--- src/pfk_pkg.sv ---
// ----------------------------------------------------------------------------
// pfk_pkg: shared types and constants of the Pareto front keeper
// Sizes of the front table, payload structs, and the control and status
// bundles that run between the controller and the chain of cells.
// ----------------------------------------------------------------------------
`default_nettype none

package pfk_pkg;

	localparam int FRONT_DEPTH = 32;
	localparam int VALUE_BITS  = 16;
	localparam int ID_BITS     = 16;
	localparam int CNT_BITS    = $clog2(FRONT_DEPTH + 1);

	localparam logic CMD_INSERT  = 1'b0;
	localparam logic CMD_REMOVE  = 1'b1;
	localparam logic KIND_EVICT  = 1'b0;
	localparam logic KIND_STATUS = 1'b1;

	typedef logic [VALUE_BITS-1:0]  val_t;
	typedef logic [ID_BITS-1:0]     id_t;
	typedef logic [CNT_BITS-1:0]    cnt_t;
	typedef logic [FRONT_DEPTH-1:0] row_t;

	typedef struct packed {
		id_t  id;
		val_t err;
		val_t cx;
	} cand_t;

	// broadcast from the controller to every cell
	typedef struct packed {
		cand_t cand;
		logic  cmp;
		logic  is_ins;
		logic  evict_en;
	} ctl_t;

	// running front summary handed from cell to cell
	typedef struct packed {
		logic have;
		val_t be;
		val_t bc;
		cnt_t cnt;
	} agg_t;

	// per-cell status seen by the controller
	typedef struct packed {
		logic valid;
		logic blk;
		logic dom;
		logic hit;
		logic emit;
		id_t  eid;
	} cell_stat_t;

	typedef struct packed {
		logic       kind;
		logic [15:0] evicted_id;
		logic       admitted;
		logic       removed_found;
		logic       overflow;
		logic [5:0] front_size;
		logic [15:0] best_error;
		logic [15:0] best_complexity;
		logic       last;
	} res_t;

	function automatic row_t lowest_set(input row_t v);
		row_t one;
		one = row_t'(1);
		return v & (~v + one);
	endfunction

endpackage

`default_nettype wire

--- src/pfk_cell.sv ---
// ----------------------------------------------------------------------------
// pfk_cell: one slot of the Pareto front
// Holds one entry, latches its dominance flags against the broadcast
// candidate, and on the sweep token applies evict/write/remove and folds
// its entry into the running summary passed to the next cell.
// ----------------------------------------------------------------------------
`default_nettype none

module pfk_cell (
	input  wire logic             clk,
	input  wire logic             arst_n,
	input  wire pfk_pkg::ctl_t    ctl,
	input  wire logic             sel,
	input  wire logic             advance,
	input  wire logic             tok_in,
	input  wire pfk_pkg::agg_t    agg_in,
	output logic                  tok_out,
	output pfk_pkg::agg_t         agg_out,
	output pfk_pkg::cell_stat_t   stat
);

	logic          valid_q;
	pfk_pkg::id_t  id_q;
	pfk_pkg::val_t err_q;
	pfk_pkg::val_t cx_q;
	logic          blk_q;
	logic          dom_q;
	logic          hit_q;
	logic          tok_q;
	pfk_pkg::agg_t agg_q;

	logic          dup;
	logic          blk_c;
	logic          dom_c;
	logic          hit_c;
	logic          emit;
	logic          wr;
	logic          clr;
	logic          nv;
	pfk_pkg::val_t ne;
	pfk_pkg::val_t nc;
	pfk_pkg::agg_t agg_nx;

	always_comb begin
		dup   = (err_q == ctl.cand.err) && (cx_q == ctl.cand.cx);
		blk_c = valid_q && !dup && (err_q <= ctl.cand.err) && (cx_q <= ctl.cand.cx);
		dom_c = valid_q && !dup && (ctl.cand.err <= err_q) && (ctl.cand.cx <= cx_q);
		hit_c = valid_q && (id_q == ctl.cand.id);

		emit = tok_in && ctl.evict_en && dom_q;
		wr   = tok_in && sel && ctl.is_ins;
		clr  = emit || (tok_in && sel && !ctl.is_ins);

		nv = wr ? 1'b1 : (clr ? 1'b0 : valid_q);
		ne = wr ? ctl.cand.err : err_q;
		nc = wr ? ctl.cand.cx : cx_q;

		agg_nx = agg_in;
		if (nv) begin
			agg_nx.cnt = agg_in.cnt + pfk_pkg::cnt_t'(1);
			if (!agg_in.have || (ne < agg_in.be) || ((ne == agg_in.be) && (nc < agg_in.bc))) begin
				agg_nx.have = 1'b1;
				agg_nx.be   = ne;
				agg_nx.bc   = nc;
			end
		end
	end

	always_ff @(posedge clk or negedge arst_n) begin
		if (!arst_n) begin
			valid_q <= 1'b0;
			tok_q   <= 1'b0;
		end else if (advance) begin
			tok_q <= tok_in;
			if (tok_in) begin
				valid_q <= nv;
			end
		end
	end

	always_ff @(posedge clk) begin
		if (ctl.cmp) begin
			blk_q <= blk_c;
			dom_q <= dom_c;
			hit_q <= hit_c;
		end
		if (advance && tok_in) begin
			agg_q <= agg_nx;
		end
		if (advance && wr) begin
			id_q  <= ctl.cand.id;
			err_q <= ctl.cand.err;
			cx_q  <= ctl.cand.cx;
		end
	end

	assign tok_out    = tok_q;
	assign agg_out    = agg_q;
	assign stat.valid = valid_q;
	assign stat.blk   = blk_q;
	assign stat.dom   = dom_q;
	assign stat.hit   = hit_q;
	assign stat.emit  = emit;
	assign stat.eid   = emit ? id_q : '0;

endmodule

`default_nettype wire

--- config.mk ---
export PLATFORM = sky130hd
export DESIGN_NAME = pfk_cell
export DESIGN_NICKNAME = d
export VERILOG_FILES = /design/src/pfk_pkg.sv /design/src/pfk_cell.sv
export SDC_FILE = /design/constraint.sdc
export NUM_CORES = 1
export LEC_CHECK = 0
export BUFFER_PORTS_ARGS = -buffer_cell sky130_fd_sc_hd__buf_2
export CAP_MARGIN = 0
export CORE_UTILIZATION = 45
export CTS_CLUSTER_DIAMETER = 80
export DETAILED_ROUTE_END_ITERATION = 6
export GPL_TIMING_DRIVEN = 0
export PLACE_DENSITY_LB_ADDON = 0.25
export SYNTH_ARGS = -nofsm -noshare
export SYNTH_HDL_FRONTEND = slang
export SYNTH_SLANG_ARGS = --single-unit
--- constraint.sdc ---
create_clock -name clk -period 3.5 [get_ports clk]
set_clock_uncertainty 0.1 [all_clocks]
set_input_delay 0.875 -clock clk [delete_from_list [all_inputs] [get_ports clk]]
set_output_delay 0.875 -clock clk [all_outputs]
set_load 0.01 [all_outputs]
==> summary.md, run 1 <==
| Metric | Value |
|---|---|
| Overall Global Routing Usage | 22.0% |
| First-pass GRT wire length | 21600 µm |
| CTS HTree Levels | 3 |
| Peak VDD IR | 0.000232 V |
| Startpoint types | input port |
| EDFF count, synth | 90 |
| Min-Delay Path Class | input port to async pin |
| CTS root buffer | clkbuf_16 |
| Reg clk slew, reported paths | 0.06 ns |
| Post-Syn Area | 5610 µm² |
| WP data required | 3.50 ns |
| Post-route DRC | 0 |
| Number of synthesized register bits | 92 |
| Clock share of power | 33.4% |
| CTS tree | yes |
| Peak Freq | 286 MHz |
| RSZ-0062 raised after global routing | true |
| Die Width | 114 µm |
| Tightest Pin Transition | 0.736 ns |
| Remaining Overflow, GRT | 0 |
| Tmin final | 3.50 ns |
| Largest net degree at the start of global routing | 40 |
| CTS max path bufs | 2 |
| Port Buffers | 155 |
| Mux contribution to synthesized area | 6.40% |
| # nets final | 846 |
| Sw Pwr | 0.730 mW |
| Vias per cell | 5.13 |
| Num CTS Buffers | 9 |
| Max-cap violations | 0 |
| FF-to-FF setup slack | 0.61 ns |
| Status | finished with violations |
| Async set-or-reset flop fraction in the synthesized netlist | 2.17% |
| Synth Area in Simple Gates | 9.88% |
| Vias in the first global route | 4408 |
| Compound-Gate Fraction of Synth Area | 10.3% |
| CP Capture Type | flip-flop |
| Final hold violations | 0 |
| Routed Antenna Nets | 0 |
| Die H | 114 µm |
| CP Max Fanout | 9 |
| Cell-internal power | 2.14 mW |
| Row count | 40 |
| Reg power frac | 45.2% |
| Fin crit share | 100% |
| Seq/Total Area, Yosys | 49.1% |
| Synth Warn # | 0 |
| DPL Wire Length | 10100 µm |
| Post-Synth XOR/XNOR Area | 3.28% |
| Dpl ws | -0.816 ns |
| Die area | 12900 µm² |
| Max-slew violations | 0 |
| Worst reg2reg path endpoint | agg_out[8] |
| Post-layout worst setup margin | -0.00146 ns |
| RR Startpoint | err_q[12] |
| Post-layout util | 61.5% |
| Core area | 12100 µm² |
| Arr. time, crit path | 3.50 ns |
| I/O pin cnt | 156 |
| Adder-Cell Fraction of Synth Area | 14.3% |
| Failing checks | setup timing |
| Setup TNS | -0.00235 ns |
| Cells on worst reg2reg path | 11 |
| Sw Share | 25.4% |
| Post-synth top flop | edfxtp_1 |
| Via count | 4416 |
| Crit Path Class | input port to flip-flop |
| DRT Wirelength | 13600 µm |
| Total power | 2.87 mW |
| Leak pwr | 3.40 nW |
| Area grow syn2layout | 32.1% |
| GP Congestion | 0.832 |
| Final number of setup-violating endpoints | 2 |
| Drt wl/cell | 15.8 µm |
| Initial DRC count | 190 |
| Count of different cell masters after synthesis | 38 |
| Clock sinks | 92 |
| Synth Instances | 506 |
| Synth Area per Inst | 11.1 µm² |
| Fillers | 975 |
| Starting Density | 46.5% |
| Clock Latency Late Sink | 0.35 ns |
| Syn_nets | 665 |
| Initial antenna violation count | 2 |
| Logic pwr share | 21.4% |
| Slew headroom | 50.8% |
| Largest family of logic cells by synthesized area | adder cells |
| Layout cell share with drive strength beyond 1 | 37.1% |
| Pwr/cell area | 387 nW/µm² |
| Drt pass-1 iters | 4 |
metrics by stage:
step	area, µm²	hold WS, ns	cells
global placement	6720	0.361	829
CTS	7270	0.192	855
global route	7410	0.193	860
detailed placement	6770	0.365	831
finish	7410	0.202	861
floorplan	5740	0.421	506
layout by cell type (no fill, tap or decap), types with 3 or more instances in the layout:
cell type  Yosys  final
clkbuf_1       8      7
o21ai_0       38     22
inv_1         72     72
buf_2          0    153
xor2_1         5      5
o21ai_2        0      7
clkbuf_16      0     12
nand3_1        7      7
a21oi_2        0      3
clkbuf_8       0      3
edfxtp_1      90     90
buf_4          6     14
and2_1        17     16
and3_1         4      3
a21oi_1       24     21
ha_1          64     60
o21ai_1        0      5
o21a_1         6      6
buf_6          3      6
o211ai_1       3      3
xnor2_1       16     16
ha_4           0      4
mux2_2        28      9
mux2_4         0     20
nand2_1       53     46
nand4_1       15     15
nor2_1         9      8
o21ai_4        0      4
nand2_2        0      5
a21o_1         6      6
nor3_1         3      3
nand2b_1       3      3
power by group through the flow:
stage               combinational (mW)  sequential (mW)  clock [mW]
floorplan                        0.334             1.34           0
global route                     0.674             1.30        1.02
global placement                 0.526             1.32           0
detailed placement               0.546             1.32           0
finish                           0.615             1.30       0.958
CTS                              0.588             1.30       0.980
state kept, by name (all words and copies together), names as in the netlist:
register / flops
agg_out: 39
blk_q: 1
cx_q: 16
dom_q: 1
err_q: 16
hit_q: 1
id_q: 16
tok_out: 1
valid_q: 1
how the worst max path moves through the flow:
stage | startpoint | to | slack [ns]
final | tok_in | agg_out[8] | -0.001
after global routing | tok_in | agg_out[13] | -0.1
after CTS | tok_in | agg_out[16] | 0.001
after detailed placement | tok_in | agg_out[13] | -0.82
after global placement | tok_in | agg_out[8] | -0.79
after floorplan | sel | agg_out[19] | -0.06
synthesized netlist by cell type, types with 5 or more instances:
master | n | area (µm²)
a21o_1 | 6 | 45.0
a21oi_1 | 24 | 120
and2_1 | 17 | 106
buf_4 | 6 | 45.0
clkbuf_1 | 8 | 30.0
edfxtp_1 | 90 | 2700
ha_1 | 64 | 801
inv_1 | 72 | 270
mux2_2 | 28 | 315
nand2_1 | 53 | 199
nand3_1 | 7 | 35.0
nand4_1 | 15 | 93.8
nor2_1 | 9 | 33.8
o21a_1 | 6 | 45.0
o21ai_0 | 38 | 190
xnor2_1 | 16 | 140
xor2_1 | 5 | 43.8
worst max-delay path, stage by stage:
cell and delay (ns):
buf_8 0.09, and3_4 0.27, clkbuf_16 0.18, nand2_2 0.06
o21ai_2 0.07, ha_1 0.27, a21oi_1 0.13, o21ai_1 0.09
a221o_1 0.34, a211o_1 0.27, a31oi_4 0.23, buf_6 0.16
buf_6 0.13, mux2_2 0.33
cell type report:
class                      count  area [µm²]  area share (%)
antenna                        1        2.50          0.0338
buffer                        15         178            2.40
clock buffer                  14         244            3.29
clock inverter                 2        35.0           0.473
inverter                      72         270            3.65
multi-input combinational    326        2760            37.2
sequential                    92        2750            37.1
tap                          168         210            2.84
timing repair buffer         171         962            13.0
kinds of logic after synthesis:
group / Yosys count
and+or+nand+nor: 115
AOI/OAI and AO/OA: 93
xor gates and xnor gates: 21
DFF: 92
muxes: 32
buffers and inverters: 89
adders and majority gates: 64
layer usage:
metal | track usage, % | wire (µm) | vias up
met5 | 0 | 9 | -
met4 | 9.30 | 273 | 2
met3 | 4.30 | 780 | 19
met2 | 36.5 | 6460 | 134
met1 | 28.1 | 6050 | 2081
li1 | - | - | 2180
repair_timing:
item,CTS,global route
setup buffers,6,4
gates resized for setup,33,24
cloned,4,1
hold buffers,0,0
endpoints found under the setup margin,32,31
pin swaps,7,3
Note: power is estimated with default switching activity, not from simulation.
==> run 2: changes to the inputs <==
BUFFER_PORTS_ARGS = -buffer_cell sky130_fd_sc_hd__clkbuf_2   (was -buffer_cell sky130_fd_sc_hd__buf_2)
==> summary.md, run 2 (synthesis results as in run 1) <==
| Metric | Value |
|---|---|
| Clock share of power | 31.0% (-2.4 points) |
| Cell-internal power | 2.09 mW (-2.4%) |
| Layout cell share with drive strength beyond 1 | 37.7% (+0.56 points) |
| CTS root buffer | clkbuf_16 |
| Vias per cell | 5.17 (+0.90%) |
| Final hold violations | 0 (unchanged) |
| Arr. time, crit path | 3.49 ns (about the same) |
| Reg power frac | 46.0% (+0.8 points) |
| CTS tree | yes |
| Max-cap violations | 0 (unchanged) |
| Die H | 114 µm (unchanged) |
| Cells on worst reg2reg path | 11 (unchanged) |
| CP Max Fanout | 7 (-2) |
| DRT Wirelength | 13700 µm (+0.62%) |
| Remaining Overflow, GRT | 0 (unchanged) |
| Clock sinks | 92 (unchanged) |
| Met1 WL | 6080 µm (+0.51%) |
| Die area | 12900 µm² (unchanged) |
| Logic pwr share | 23.0% (+1.6 points) |
| Tightest Pin Transition | 0.747 ns (+0.0111 ns) |
| Most frequent cells in the layout | 152 x clkbuf_2, 90 x edfxtp_1, 72 x inv_1, 57 x ha_1, 48 x nand2_1 |
| Leak pwr | 3.47 nW (+2.0%) |
| # nets final | 849 (+0.35%) |
| Crit Path Class | input port to flip-flop |
| Starting Density | 46.5% (unchanged) |
| Area grow syn2layout | 34.1% |
| Startpoint types | input port |
| GP Congestion | 0.833 (+0.11%) |
| Post-layout worst setup margin | 0.00787 ns (+0.00933 ns) |
| Commonest non-fill, non-tap cell in the layout | clkbuf_2 |
| Routed Antenna Nets | 0 (unchanged) |
| Top layer in use | met4 |
| Die Width | 114 µm (unchanged) |
| Total power | 2.83 mW (-1.6%) |
| RR Startpoint | err_q[8] |
| Drt pass-1 iters | 4 (unchanged) |
| Peak VDD IR | 0.000196 V (-15%) |
| Tmin final | 3.49 ns (-0.00933 ns) |
| Worst Setup SP | sel |
| Clock Latency Late Sink | 0.34 ns (about the same) |
| Min-Delay Path Class | input port to async pin |
| Register area | 2750 µm² (unchanged) |
| Via count | 4466 (+1.1%) |
| I/O pin cnt | 156 (unchanged) |
| DPL Wire Length | 10200 µm (+0.22%) |
| Post-layout util | 62.4% (+0.90 points) |
| Ant diodes | 0 (-1) |
| Max-slew violations | 0 (unchanged) |
| Vias in the first global route | 4470 (+1.4%) |
| Max reg flops | 39 (unchanged) |
| Met2 WL post-DR | 6430 µm (-0.43%) |
| RSZ-0062 raised after global routing | true |
| WL met3 | 861 µm (+10%) |
| Row count | 40 (unchanged) |
| Largest net degree at the start of global routing | 40 (unchanged) |
| Final number of setup-violating endpoints | 0 (-2) |
| First-pass GRT wire length | 21400 µm (-0.92%) |
| CTS max path bufs | 2 (unchanged) |
| Core area | 12100 µm² (unchanged) |
| Multi-input logic area | 2830 µm² (+2.6%) |
| Status | finished, final reports clean |
| Post-route DRC | 0 (unchanged) |
| WP data required | 3.49 ns (about the same) |
| Peak Freq | 286 MHz (+0.27%) |
| Reg clk slew, reported paths | 0.06 ns (about the same) |
| CP Capture Type | flip-flop |
| Overall Global Routing Usage | 21.7% (-0.33 points) |
| CTS HTree Levels | 3 (unchanged) |
| Pwr/cell area | 376 nW/µm² (-3.0%) |
| FF-to-FF setup slack | 0.61 ns (about the same) |
| Fillers | 949 (-2.7%) |
| Port Buffers | 155 (unchanged) |
| Num CTS Buffers | 9 (unchanged) |
| Initial DRC count | 247 (+30%) |
| Count of hold buffers inserted by post-cts repair | 0 (unchanged) |
| Slew headroom | 50.1% (-0.74 points) |
| Initial antenna violation count | 0 (-2) |
| Drt wl/cell | 15.8 µm (+0.39%) |
| Sw Share | 26.0% (+0.60 points) |
| Fin crit share | 99.8% (-0.27 points) |
| Dpl ws | -0.801 ns (+0.0148 ns) |
| Sw Pwr | 0.735 mW (+0.72%) |
run 2: cell types whose count changed in the layout (fill, tap and decap cells not counted), sizes merged:
| cell | delta |
|---|---|
| clkbuf | +151 |
| buf | -149 |
| clkinv | +2 |
| bufinv | -1 |
| diode | -1 |
run 2: area by class of cell:
class                           instances  area share [%]
Buffer                                 15            2.61
Clock buffer                           13            3.19
Timing Repair Buffer                  174            13.4
Sequential cell                        92            36.6
Tap cell                              168            2.79
Inverter                               72            3.59
Clock inverter                          3           0.183
Multi-Input combinational cell        326            37.6
run 2: metal layers:
metal	GRT usage (%)	vias up
met5	0	-
met4	8.86	0
met3	4.78	21
met2	35.4	138
met1	27.8	2120
li1	-	2187
run 2: what timing repair did:
item	4_1_cts	5_1_grt
setup buffers	8	4
pin swaps	10	11
gates resized for setup	39	41
endpoints found under the setup margin	32	31
cloned	5	1
hold endpoints to repair	0	0
run 2: critical path: stages:
cell and delay, ns:
buf_8 0.10, and3_4 0.23, clkbuf_16 0.18, o21ai_4 0.16
ha_1 0.26, nand4_1 0.12, buf_4 0.12, nor2_1 0.04
a221o_1 0.30, a211o_1 0.27, a31oi_4 0.21, buf_6 0.17
buf_8 0.14, mux2_4 0.30
run 2: path summary, 6_finish.rpt:
check / end
min in group clk: tok_out
min reg2reg: tok_out
max reg2reg: agg_out[26]
max: agg_out[26]
max in group asynchronous: valid_q
min: tok_out
run 2: power by group through the flow:
stage               Combinational [mW]  Sequential [mW]  Clock (mW)
floorplan                        0.334             1.34           0
global placement                 0.525             1.32           0
detailed placement               0.547             1.32           0
CTS                              0.606             1.30       0.899
global route                     0.711             1.31       0.938
finish                           0.650             1.30       0.875
run 2: through the flow:
stage | hold slack (ns) | TNS [ns] | area [µm²] | std cells
after floorplan | 0.421 | -1.53 | 5740 | 506
after global placement | 0.366 | -33.15 | 6720 | 829
after detailed placement | 0.370 | -24.37 | 6770 | 831
after CTS | 0.202 | -0.0914 | 7310 | 858
after global routing | 0.199 | -2.85 | 7520 | 863
final | 0.207 | 0 | 7520 | 863
